<file path="config.mk">
export PLATFORM = sky130hd
export DESIGN_NAME = sobel_gradient_magnitude_unit
export DESIGN_NICKNAME = d
export VERILOG_FILES = /design/src/hdl/sgm_pkg.sv /design/src/hdl/sgm_isqrt.sv /design/src/hdl/sobel_gradient_magnitude_unit.sv
export SDC_FILE = /design/constraint.sdc
export NUM_CORES = 2
export LEC_CHECK = 0
export BUFFER_PORTS_ARGS = -buffer_cell sky130_fd_sc_hd__clkbuf_2
export CORE_ASPECT_RATIO = 1.2
export CORE_MARGIN = 8
export CORE_UTILIZATION = 51
export DETAILED_ROUTE_END_ITERATION = 16
export PLACE_DENSITY = 0.7
export SETUP_SLACK_MARGIN = 0.05
export SLEW_MARGIN = 20
export SYNTH_ARGS = -nofsm -noshare
export SYNTH_HDL_FRONTEND = slang
export SYNTH_SLANG_ARGS = --single-unit
</file>
<file path="constraint.sdc">
create_clock -name i_clk -period 6.6 [get_ports i_clk]
set_input_delay 0.99 -clock i_clk [delete_from_list [all_inputs] [get_ports i_clk]]
set_output_delay 0.99 -clock i_clk [all_outputs]
set_load 0.03 [all_outputs]
</file>
<file path="src/hdl/sgm_pkg.sv">
`default_nettype none
// ============================================================================
// sgm_pkg
// Shared widths, register indexes, state type and defaults for the Sobel
// gradient magnitude unit.
// ============================================================================
package sgm_pkg;

    // pixel and result field widths
    localparam int PIX_W  = 8;
    localparam int GRAD_W = 11;
    localparam int ABS_W  = GRAD_W - 1;
    localparam int SQ_W   = 21;
    localparam int MAG_W  = 11;
    localparam int POS_W  = 6;

    // configuration port
    localparam int CFG_INDEX_W = 2;
    localparam int CFG_DATA_W  = 7;

    localparam logic [CFG_INDEX_W-1:0] REG_FRAME_WIDTH  = 2'd0;
    localparam logic [CFG_INDEX_W-1:0] REG_FRAME_HEIGHT = 2'd1;

    // geometry
    localparam int WIN_SIZE = 3;
    localparam int MIN_DIM  = 3;
    localparam int DEF_MAX_WIDTH  = 64;
    localparam int DEF_MAX_HEIGHT = 64;
    localparam logic [CFG_DATA_W-1:0] RST_FRAME_WIDTH  = 7'd64;
    localparam logic [CFG_DATA_W-1:0] RST_FRAME_HEIGHT = 7'd64;

    // square root: one result bit per step
    localparam int ROOT_STEPS = (SQ_W + 1) / 2;
    localparam int STEP_W     = $clog2(ROOT_STEPS);

    // pixel sequencer states
    typedef enum logic [2:0] {
        ST_IDLE,
        ST_READ,
        ST_SQUARE,
        ST_SUM,
        ST_ROOT,
        ST_DONE
    } t_state;

endpackage : sgm_pkg
`default_nettype wire

</file>
<file path="src/hdl/sgm_isqrt.sv">
`default_nettype none
// ============================================================================
// sgm_isqrt
// Floor integer square root, one result bit per cycle (digit by digit,
// compare-and-subtract remainder form).
// ============================================================================
module sgm_isqrt (
    input  wire logic                     i_clk,
    input  wire logic                     i_rst_n,
    input  wire logic                     i_start,
    input  wire logic [sgm_pkg::SQ_W-1:0] i_radicand,
    output logic                          o_done,
    output logic [sgm_pkg::MAG_W-1:0]     o_root
);
    import sgm_pkg::*;

    localparam logic [SQ_W-1:0] BIT_START = SQ_W'(1) << (2 * (ROOT_STEPS - 1));

    logic              r_busy;
    logic              r_done;
    logic [STEP_W-1:0] r_step;
    logic [SQ_W-1:0]   r_rem;
    logic [SQ_W:0]     r_res;
    logic [SQ_W-1:0]   r_bit;

    logic [SQ_W:0]     trial;
    logic              take;

    // trial subtraction for the current digit
    assign trial = r_res + {1'b0, r_bit};
    assign take  = ({1'b0, r_rem} >= trial);

    // control
    always_ff @(posedge i_clk) begin
        if (!i_rst_n) begin
            r_busy <= 1'b0;
            r_done <= 1'b0;
            r_step <= '0;
        end else begin
            r_done <= r_busy && (r_step == '0);
            if (i_start) begin
                r_busy <= 1'b1;
                r_step <= STEP_W'(ROOT_STEPS - 1);
            end else if (r_busy) begin
                if (r_step == '0) begin
                    r_busy <= 1'b0;
                end else begin
                    r_step <= r_step - STEP_W'(1);
                end
            end
        end
    end

    // datapath
    always_ff @(posedge i_clk) begin
        if (i_start) begin
            r_rem <= i_radicand;
            r_res <= '0;
            r_bit <= BIT_START;
        end else if (r_busy) begin
            if (take) begin
                r_rem <= r_rem - trial[SQ_W-1:0];
                r_res <= (r_res >> 1) + {1'b0, r_bit};
            end else begin
                r_res <= r_res >> 1;
            end
            r_bit <= r_bit >> 2;
        end
    end

    assign o_done = r_done;
    assign o_root = r_res[MAG_W-1:0];

endmodule : sgm_isqrt
`default_nettype wire

</file>
<file path="src/hdl/sobel_gradient_magnitude_unit.sv">
`default_nettype none
// ============================================================================
// sobel_gradient_magnitude_unit
// 3x3 Sobel gradient, squared magnitude, integer magnitude and per-frame
// max / min-nonzero statistics over a raster pixel stream.
// ============================================================================
// One pixel is taken at a time. Two previous rows sit in one line memory (one
// 16-bit entry per column, read as the pixel is taken and written back the
// cycle after), and a 3x3 window is formed from it and six window registers.
// A pixel completing no window ends in the read state; one completing a window
// then runs the square, sum, root and done states, the root state waiting on
// the square-root unit, which resolves one bit of the 11-bit magnitude per
// cycle. The result sits in an output register, so the next pixel is taken
// while it waits. Frame width and height are clamped to 3..MAX_WIDTH and
// 3..MAX_HEIGHT; the line memory needs no clearing after reset.
module sobel_gradient_magnitude_unit #(
    parameter int MAX_WIDTH  = sgm_pkg::DEF_MAX_WIDTH,
    parameter int MAX_HEIGHT = sgm_pkg::DEF_MAX_HEIGHT
) (
    input  wire logic                            i_clk,
    input  wire logic                            i_rst_n,
    // configuration write
    input  wire logic                            i_cfg_valid,
    output logic                                 o_cfg_ready,
    input  wire logic [sgm_pkg::CFG_INDEX_W-1:0] i_cfg_index,
    input  wire logic [sgm_pkg::CFG_DATA_W-1:0]  i_cfg_data,
    // pixel input
    input  wire logic                            i_in_valid,
    output logic                                 o_in_stall,
    input  wire logic [sgm_pkg::PIX_W-1:0]       i_pixel,
    // result output
    output logic                                 o_out_valid,
    input  wire logic                            i_out_stall,
    output logic [sgm_pkg::POS_W-1:0]            o_out_row,
    output logic [sgm_pkg::POS_W-1:0]            o_out_col,
    output logic signed [sgm_pkg::GRAD_W-1:0]    o_grad_x,
    output logic signed [sgm_pkg::GRAD_W-1:0]    o_grad_y,
    output logic [sgm_pkg::SQ_W-1:0]             o_mag_squared,
    output logic [sgm_pkg::MAG_W-1:0]            o_magnitude,
    output logic [sgm_pkg::SQ_W-1:0]             o_frame_max_sq,
    output logic [sgm_pkg::SQ_W-1:0]             o_frame_min_sq,
    output logic                                 o_last_of_frame
);
    import sgm_pkg::*;

    localparam int COL_W = $clog2(MAX_WIDTH);
    localparam int ROW_W = $clog2(MAX_HEIGHT);
    localparam int WD_W  = ($clog2(MAX_WIDTH + 1) > CFG_DATA_W) ?
                           $clog2(MAX_WIDTH + 1) : CFG_DATA_W;
    localparam int HD_W  = ($clog2(MAX_HEIGHT + 1) > CFG_DATA_W) ?
                           $clog2(MAX_HEIGHT + 1) : CFG_DATA_W;
    localparam int COL_X_W = (COL_W > POS_W) ? COL_W : POS_W;
    localparam int ROW_X_W = (ROW_W > POS_W) ? ROW_W : POS_W;
    localparam int LINE_W  = 2 * PIX_W;
    localparam int SUM_W   = PIX_W + 2;

    // ------------------------------------------------------------------
    // configuration registers
    // ------------------------------------------------------------------
    logic [CFG_DATA_W-1:0] r_cfg_width;
    logic [CFG_DATA_W-1:0] r_cfg_height;

    assign o_cfg_ready = 1'b1;

    always_ff @(posedge i_clk) begin
        if (!i_rst_n) begin
            r_cfg_width  <= RST_FRAME_WIDTH;
            r_cfg_height <= RST_FRAME_HEIGHT;
        end else if (i_cfg_valid) begin
            unique case (i_cfg_index)
                REG_FRAME_WIDTH:  r_cfg_width  <= i_cfg_data;
                REG_FRAME_HEIGHT: r_cfg_height <= i_cfg_data;
                default: ;
            endcase
        end
    end

    // clamped geometry
    logic [WD_W-1:0] width_raw, width_eff;
    logic [HD_W-1:0] height_raw, height_eff;

    assign width_raw  = WD_W'(r_cfg_width);
    assign height_raw = HD_W'(r_cfg_height);
    assign width_eff  = (width_raw < WD_W'(MIN_DIM))   ? WD_W'(MIN_DIM)   :
                        (width_raw > WD_W'(MAX_WIDTH)) ? WD_W'(MAX_WIDTH) : width_raw;
    assign height_eff = (height_raw < HD_W'(MIN_DIM))    ? HD_W'(MIN_DIM)    :
                        (height_raw > HD_W'(MAX_HEIGHT)) ? HD_W'(MAX_HEIGHT) : height_raw;

    // ------------------------------------------------------------------
    // sequencer
    // ------------------------------------------------------------------
    t_state r_state, n_state;
    logic   in_accept;
    logic   item_read;
    logic   root_start;
    logic   out_load;
    logic   root_done;
    logic   r_item_emit;
    logic   r_out_valid;

    // control outputs
    always_comb begin
        in_accept  = 1'b0;
        item_read  = 1'b0;
        root_start = 1'b0;
        out_load   = 1'b0;
        o_in_stall = 1'b1;
        unique case (r_state)
            ST_IDLE: begin
                o_in_stall = 1'b0;
                in_accept  = i_in_valid;
            end
            ST_READ:   item_read  = 1'b1;
            ST_SUM:    root_start = 1'b1;
            ST_DONE:   out_load   = !r_out_valid || !i_out_stall;
            default: ;
        endcase
    end

    // next state
    always_comb begin
        n_state = r_state;
        unique case (r_state)
            ST_IDLE:   if (i_in_valid) n_state = ST_READ;
            ST_READ:   n_state = r_item_emit ? ST_SQUARE : ST_IDLE;
            ST_SQUARE: n_state = ST_SUM;
            ST_SUM:    n_state = ST_ROOT;
            ST_ROOT:   if (root_done) n_state = ST_DONE;
            ST_DONE:   if (out_load) n_state = ST_IDLE;
            default:   n_state = ST_IDLE;
        endcase
    end

    always_ff @(posedge i_clk) begin
        if (!i_rst_n) begin
            r_state <= ST_IDLE;
        end else begin
            r_state <= n_state;
        end
    end

    // ------------------------------------------------------------------
    // position counters and per-pixel flags
    // ------------------------------------------------------------------
    logic [COL_W-1:0] r_col;
    logic [ROW_W-1:0] r_row;
    logic [WD_W-1:0]  col_ext;
    logic [HD_W-1:0]  row_ext;
    logic             row_end, frame_end, emit;

    assign col_ext   = WD_W'(r_col);
    assign row_ext   = HD_W'(r_row);
    assign row_end   = (col_ext + WD_W'(1)) >= width_eff;
    assign frame_end = row_end && ((row_ext + HD_W'(1)) >= height_eff);
    assign emit      = (row_ext >= HD_W'(WIN_SIZE - 1)) && (col_ext >= WD_W'(WIN_SIZE - 1))
                       && (col_ext < width_eff) && (row_ext < height_eff);

    always_ff @(posedge i_clk) begin
        if (!i_rst_n) begin
            r_col <= '0;
            r_row <= '0;
        end else if (in_accept) begin
            if (frame_end) begin
                r_col <= '0;
                r_row <= '0;
            end else if (row_end) begin
                r_col <= '0;
                r_row <= r_row + ROW_W'(1);
            end else begin
                r_col <= r_col + COL_W'(1);
            end
        end
    end

    // item being worked on
    logic [PIX_W-1:0] r_item_px;
    logic [COL_W-1:0] r_item_col;
    logic [ROW_W-1:0] r_item_row;
    logic             r_item_fend;

    always_ff @(posedge i_clk) begin
        if (!i_rst_n) begin
            r_item_emit <= 1'b0;
            r_item_fend <= 1'b0;
        end else if (in_accept) begin
            r_item_emit <= emit;
            r_item_fend <= frame_end;
        end
    end

    always_ff @(posedge i_clk) begin
        if (in_accept) begin
            r_item_px  <= i_pixel;
            r_item_col <= r_col;
            r_item_row <= r_row;
        end
    end

    // ------------------------------------------------------------------
    // line memory: [15:8] two rows up, [7:0] one row up
    // ------------------------------------------------------------------
    logic [LINE_W-1:0] r_line_mem [MAX_WIDTH];
    logic [LINE_W-1:0] r_line_rd;

    always_ff @(posedge i_clk) begin
        if (in_accept) begin
            r_line_rd <= r_line_mem[r_col];
        end
    end

    always_ff @(posedge i_clk) begin
        if (item_read) begin
            r_line_mem[r_item_col] <= {r_line_rd[PIX_W-1:0], r_item_px};
        end
    end

    // ------------------------------------------------------------------
    // window and Sobel kernels
    // ------------------------------------------------------------------
    logic [PIX_W-1:0] r_win [WIN_SIZE][2];
    logic [PIX_W-1:0] col_new [WIN_SIZE];

    assign col_new[0] = r_line_rd[LINE_W-1:PIX_W];
    assign col_new[1] = r_line_rd[PIX_W-1:0];
    assign col_new[2] = r_item_px;

    always_ff @(posedge i_clk) begin
        if (!i_rst_n) begin
            for (int i = 0; i < WIN_SIZE; i++) begin
                r_win[i][0] <= '0;
                r_win[i][1] <= '0;
            end
        end else if (item_read) begin
            for (int i = 0; i < WIN_SIZE; i++) begin
                r_win[i][0] <= r_win[i][1];
                r_win[i][1] <= col_new[i];
            end
        end
    end

    // weighted 1-2-1 sums of the window edges
    logic [SUM_W-1:0] sum_left, sum_right, sum_top, sum_bottom;
    logic signed [GRAD_W-1:0] gx, gy;

    assign sum_left   = SUM_W'(r_win[0][0]) + {1'b0, r_win[1][0], 1'b0} + SUM_W'(r_win[2][0]);
    assign sum_right  = SUM_W'(col_new[0]) + {1'b0, col_new[1], 1'b0} + SUM_W'(col_new[2]);
    assign sum_top    = SUM_W'(r_win[0][0]) + {1'b0, r_win[0][1], 1'b0} + SUM_W'(col_new[0]);
    assign sum_bottom = SUM_W'(r_win[2][0]) + {1'b0, r_win[2][1], 1'b0} + SUM_W'(col_new[2]);
    assign gx = $signed({1'b0, sum_right})  - $signed({1'b0, sum_left});
    assign gy = $signed({1'b0, sum_bottom}) - $signed({1'b0, sum_top});

    logic signed [GRAD_W-1:0] r_gx, r_gy;

    always_ff @(posedge i_clk) begin
        if (item_read) begin
            r_gx <= gx;
            r_gy <= gy;
        end
    end

    // ------------------------------------------------------------------
    // squares
    // ------------------------------------------------------------------
    logic signed [GRAD_W-1:0] gx_abs, gy_abs;
    logic [2*ABS_W-1:0]       r_gx2, r_gy2;

    assign gx_abs = r_gx[GRAD_W-1] ? -r_gx : r_gx;
    assign gy_abs = r_gy[GRAD_W-1] ? -r_gy : r_gy;

    always_ff @(posedge i_clk) begin
        if (r_state == ST_SQUARE) begin
            r_gx2 <= gx_abs[ABS_W-1:0] * gx_abs[ABS_W-1:0];
            r_gy2 <= gy_abs[ABS_W-1:0] * gy_abs[ABS_W-1:0];
        end
    end

    // ------------------------------------------------------------------
    // squared magnitude and frame statistics
    // ------------------------------------------------------------------
    logic [SQ_W-1:0] sq;
    logic [SQ_W-1:0] r_sq;
    logic [SQ_W-1:0] r_max, r_min, n_max, n_min;
    logic            r_seen, n_seen;
    logic [SQ_W-1:0] r_res_max, r_res_min;

    assign sq = SQ_W'(r_gx2) + SQ_W'(r_gy2);

    // a zero square leaves both the minimum and the maximum alone
    always_comb begin
        n_max  = r_max;
        n_min  = r_min;
        n_seen = r_seen;
        if (sq != '0) begin
            if (sq >= r_max) begin
                n_max = sq;
                if (!r_seen) begin
                    n_min  = sq;
                    n_seen = 1'b1;
                end
            end else if (sq < r_min) begin
                n_min = sq;
            end
        end
    end

    always_ff @(posedge i_clk) begin
        if (!i_rst_n) begin
            r_max  <= '0;
            r_min  <= '0;
            r_seen <= 1'b0;
        end else if ((item_read && r_item_fend && !r_item_emit) ||
                     (root_start && r_item_fend)) begin
            r_max  <= '0;
            r_min  <= '0;
            r_seen <= 1'b0;
        end else if (root_start) begin
            r_max  <= n_max;
            r_min  <= n_min;
            r_seen <= n_seen;
        end
    end

    always_ff @(posedge i_clk) begin
        if (root_start) begin
            r_sq      <= sq;
            r_res_max <= n_max;
            r_res_min <= n_min;
        end
    end

    // ------------------------------------------------------------------
    // square root
    // ------------------------------------------------------------------
    logic [MAG_W-1:0] root;

    sgm_isqrt u_isqrt (
        .i_clk      (i_clk),
        .i_rst_n    (i_rst_n),
        .i_start    (root_start),
        .i_radicand (sq),
        .o_done     (root_done),
        .o_root     (root)
    );

    // ------------------------------------------------------------------
    // output register
    // ------------------------------------------------------------------
    logic [COL_X_W-1:0] col_off;
    logic [ROW_X_W-1:0] row_off;

    assign col_off = COL_X_W'(r_item_col) - COL_X_W'(WIN_SIZE - 1);
    assign row_off = ROW_X_W'(r_item_row) - ROW_X_W'(WIN_SIZE - 1);

    always_ff @(posedge i_clk) begin
        if (!i_rst_n) begin
            r_out_valid <= 1'b0;
        end else if (out_load) begin
            r_out_valid <= 1'b1;
        end else if (!i_out_stall) begin
            r_out_valid <= 1'b0;
        end
    end

    always_ff @(posedge i_clk) begin
        if (out_load) begin
            o_out_row       <= row_off[POS_W-1:0];
            o_out_col       <= col_off[POS_W-1:0];
            o_grad_x        <= r_gx;
            o_grad_y        <= r_gy;
            o_mag_squared   <= r_sq;
            o_magnitude     <= root;
            o_frame_max_sq  <= r_res_max;
            o_frame_min_sq  <= r_res_min;
            o_last_of_frame <= r_item_fend;
        end
    end

    assign o_out_valid = r_out_valid;

endmodule : sobel_gradient_magnitude_unit
`default_nettype wire

</file>
==> impl_metrics.json <==
{
  "status": "finished, final reports clean",
  "combinationalPowerShare_pct": 52.2,
  "fin_crit_ps": 6260,
  "hold_path_end": "o_out_row[0]",
  "hpwl_um": 98000,
  "start_kind": "register",
  "switching_share_pct": 39.1,
  "async_reset_ff_share_pct": 0,
  "clock_skew_ps": 38.7,
  "p_total_mw": 41.2,
  "globalRouteOverflowTotal": 0,
  "p_seq_share_pct": 28.4,
  "yosysSeqAreaShare_pct": 63.8,
  "reg2reg_from": "r_gy[1]",
  "r2r-end": "r_gy2[19]",
  "firstDrtPassIters": 5,
  "syn-num-nets": 4597,
  "coreArea_um2": 132000,
  "fmax_mhz": 160,
  "die_y_um": 415,
  "ant_nets": 0,
  "clk_pin_slew_ps": 70,
  "viasPerCell": 5.83,
  "clock_latency_ps": 780,
  "htree_levels": 4,
  "clock-root-buffer": "clkbuf_16",
  "syn_avg_cell_area_um2": 16.3,
  "cts.sinks": 1475,
  "die-area_um2": 145000,
  "cts_buffers": 142,
  "grt_antenna_before_repair": 7,
  "power_density_nw_per_um2": 543,
  "fin_nets": 4871,
  "setup_viol": 0,
  "drtIter0Drc": 3167,
  "wl_per_cell_um": 24.6,
  "required_ps": 7120,
  "area_growth_pct": 12.1,
  "min_from": "r_item_row[0]",
  "critPathMaxFanout": 6,
  "synthCells": 4155,
  "holdPathStages": 0,
  "tightest_slew_ps": 1070,
  "r2r_slack_ps": 340,
  "final_cell_count_no_fill": 6316,
  "tns_ps": 0,
  "peakVddDrop_mv": 1.72,
  "floorplan.rows": 146,
  "ys_ff_latch": 1475,
  "min_path_type": "register to register",
  "grt_pass1_vias": 37300,
  "grt_pass1_wl_um": 232000,
  "clock_path_buffers": 3,
  "start_util_pct": 51.3,
  "cts_tree": "done",
  "relSlewSlack_pct": 28.8,
  "path_class": "register to register",
  "final_max_slew_viol_count": 0,
  "synth_ff_type": "edfxtp_1",
  "p_int_mw": 25.1,
  "place_inst": 6052,
  "hold_viol": 0,
  "syn_area_um2": 67700,
  "p_leak_nw": 26.9,
  "clock_power_share_pct": 19.4,
  "cp.arrival_ps": 6780,
  "p_sw_mw": 16.1,
  "finalWeightedCongestion": 0.876,
  "grtUsageTotal_pct": 21.3,
  "rr_worst_depth": 25,
  "period_share_pct": 94.9,
  "num_vias": 36800,
  "drv_cap": 0,
  "grt_max_degree": 129,
  "yosys_warnings": 0,
  "synth-edff-count": 1361,
  "die_width_um": 348,
  "ys_types": 80,
  "portBuffers": 132,
  "route.detailed.drc": 0,
  "holdBufCountCts": 0,
  "final_layout_size_suffix_gt1_share_pct": 19.2,
  "worstSetupEndpointType": "register",
  "io_pins": 134,
  "finalWirelength_um": 155000
}
-- layer usage --
layer  vias to the layer above  track usage [%]  part of all wire, %
li1                      16400                -                    -
met3                       265             3.75                  5.9
met5                         -                0               0.0045
met1                     19000             26.9                   39
met2                      1180             37.3                   52
met4                         2             6.59                  3.0
-- placed cells by master, fill, tap and decap left out, drive strengths merged, types with 50 or more instances in the layout --
master	synthesis	final
nor2	215	215
o21ai	105	105
fa	155	155
ha	265	265
a21oi	135	135
dfxtp	114	114
clkbuf	116	312
buf	41	155
mux2i	58	58
inv	324	330
clkinv	3	50
edfxtp	1361	1361
nand2	220	220
xor2	66	66
mux4	336	336
xnor2	78	78
and3	66	66
-- power by group through the flow --
stage	Combinational [mW]	Sequential, mW	Clock (mW)
after floorplan	15.9	11.9	0
after detailed placement	21.2	11.9	0
final	21.5	11.7	7.98
after global routing	24.3	11.7	8.45
after global placement	20.9	11.8	0
after CTS	21.4	11.7	8.12
-- final cells by class --
class | instances | area (um2)
clock buffer | 180 | 3790
timing repair buffer | 287 | 1890
antenna | 4 | 10.0
fill | 10100 | 56100
clock inverter | 71 | 731
sequential | 1475 | 43200
tap | 1776 | 2220
multi-input combinational | 2196 | 22800
inverter | 327 | 1230
-- stage by stage --
step / util (%) / hold slack [ps] / worst slack, ps / instance area [um2]
final: 57.5 / 413 / 339 / 75800
after global routing: 57.5 / 384 / -5.11 / 75800
after CTS: 57.4 / 373 / 135 / 75600
after detailed placement: 53.9 / 405 / 166 / 71100
after global placement: 53.9 / 402 / 265 / 71100
after floorplan: - / 400 / 411 / 67700
-- kinds of logic (layout without fill, tap and decap cells) --
logic type,count (synthesis),count (layout),share of synthesized area [%]
AND/OR/NAND/NOR,730,730,5.08
other,1,5,0.00554
flip-flops,1475,1475,63.8
AO/OA/AOI/OAI,483,483,4.59
multiplexers,418,418,12.4
buffers and inverters,484,865,2.75
XOR/XNOR,144,144,1.86
adder cells (fa/ha/maj),420,420,9.49
-- state kept, by name, indices dropped and copies added (netlist names), 16 cells and up --
| name | cells |
|---|---|
| r_line_rd | 16 |
| r_max | 21 |
| r_gy2 | 19 |
| r_res_min | 21 |
| r_win | 48 |
| r_gx2 | 19 |
| r_res_max | 21 |
| o_frame_max_sq | 21 |
| o_mag_squared | 21 |
| o_frame_min_sq | 21 |
| u_isqrt.r_rem | 21 |
| r_sq | 21 |
| r_min | 21 |
| r_line_mem | 1024 |
| u_isqrt.r_res | 22 |
-- worst max path at each step --
stage             from        end  slack [ps]  cells after the start
6_report       r_gy[1]  r_gy2[19]         340                     25
4_1_cts        r_gy[0]  r_gy2[19]         140                     25
3_3_place_gp   r_gy[1]  r_gy2[18]         270                     21
5_1_grt        r_gx[1]  r_gx2[19]          -5                     25
3_5_place_dp   r_gy[1]  r_gy2[18]         170                     21
2_1_floorplan  r_gx[0]  r_gx2[19]         410                     23
-- critical path, cell delays in order (launching register included) --
cell,delay (ps)
edfxtp_1,480
inv_1,120
ha_1,160
nand2_1,70
or3_1,330
nand2_1,170
xnor2_4,190
inv_1,100
nor2_1,150
fa_1,470
fa_1,490
ha_1,310
fa_1,510
inv_1,60
fa_1,490
inv_1,40
ha_1,310
inv_1,80
o21bai_1,80
a21oi_1,160
o31ai_1,110
and4_1,250
o31ai_2,330
o211ai_1,180
o31ai_1,270
xnor2_1,110
-- Yosys cell counts, drive strengths merged (78+ instances only) --
| cell type | count | share of area [%] |
|---|---|---|
| fa | 155 | 4.6 |
| nor2 | 215 | 1.2 |
| nand2 | 220 | 1.2 |
| ha | 265 | 4.9 |
| mux4 | 336 | 11 |
| o21ai | 105 | 0.78 |
| edfxtp | 1361 | 60 |
| a21oi | 135 | 1.0 |
| clkbuf | 116 | 0.64 |
| dfxtp | 114 | 3.4 |
| xnor2 | 78 | 1.0 |
| inv | 324 | 1.8 |
-- repair_timing --
item,CTS,global route
setup buffers,0,8
endpoints found under the hold margin,0,0
setup endpoints to repair,0,6
gates resized for setup,0,22
Note: power is estimated with default switching activity, not from simulation.
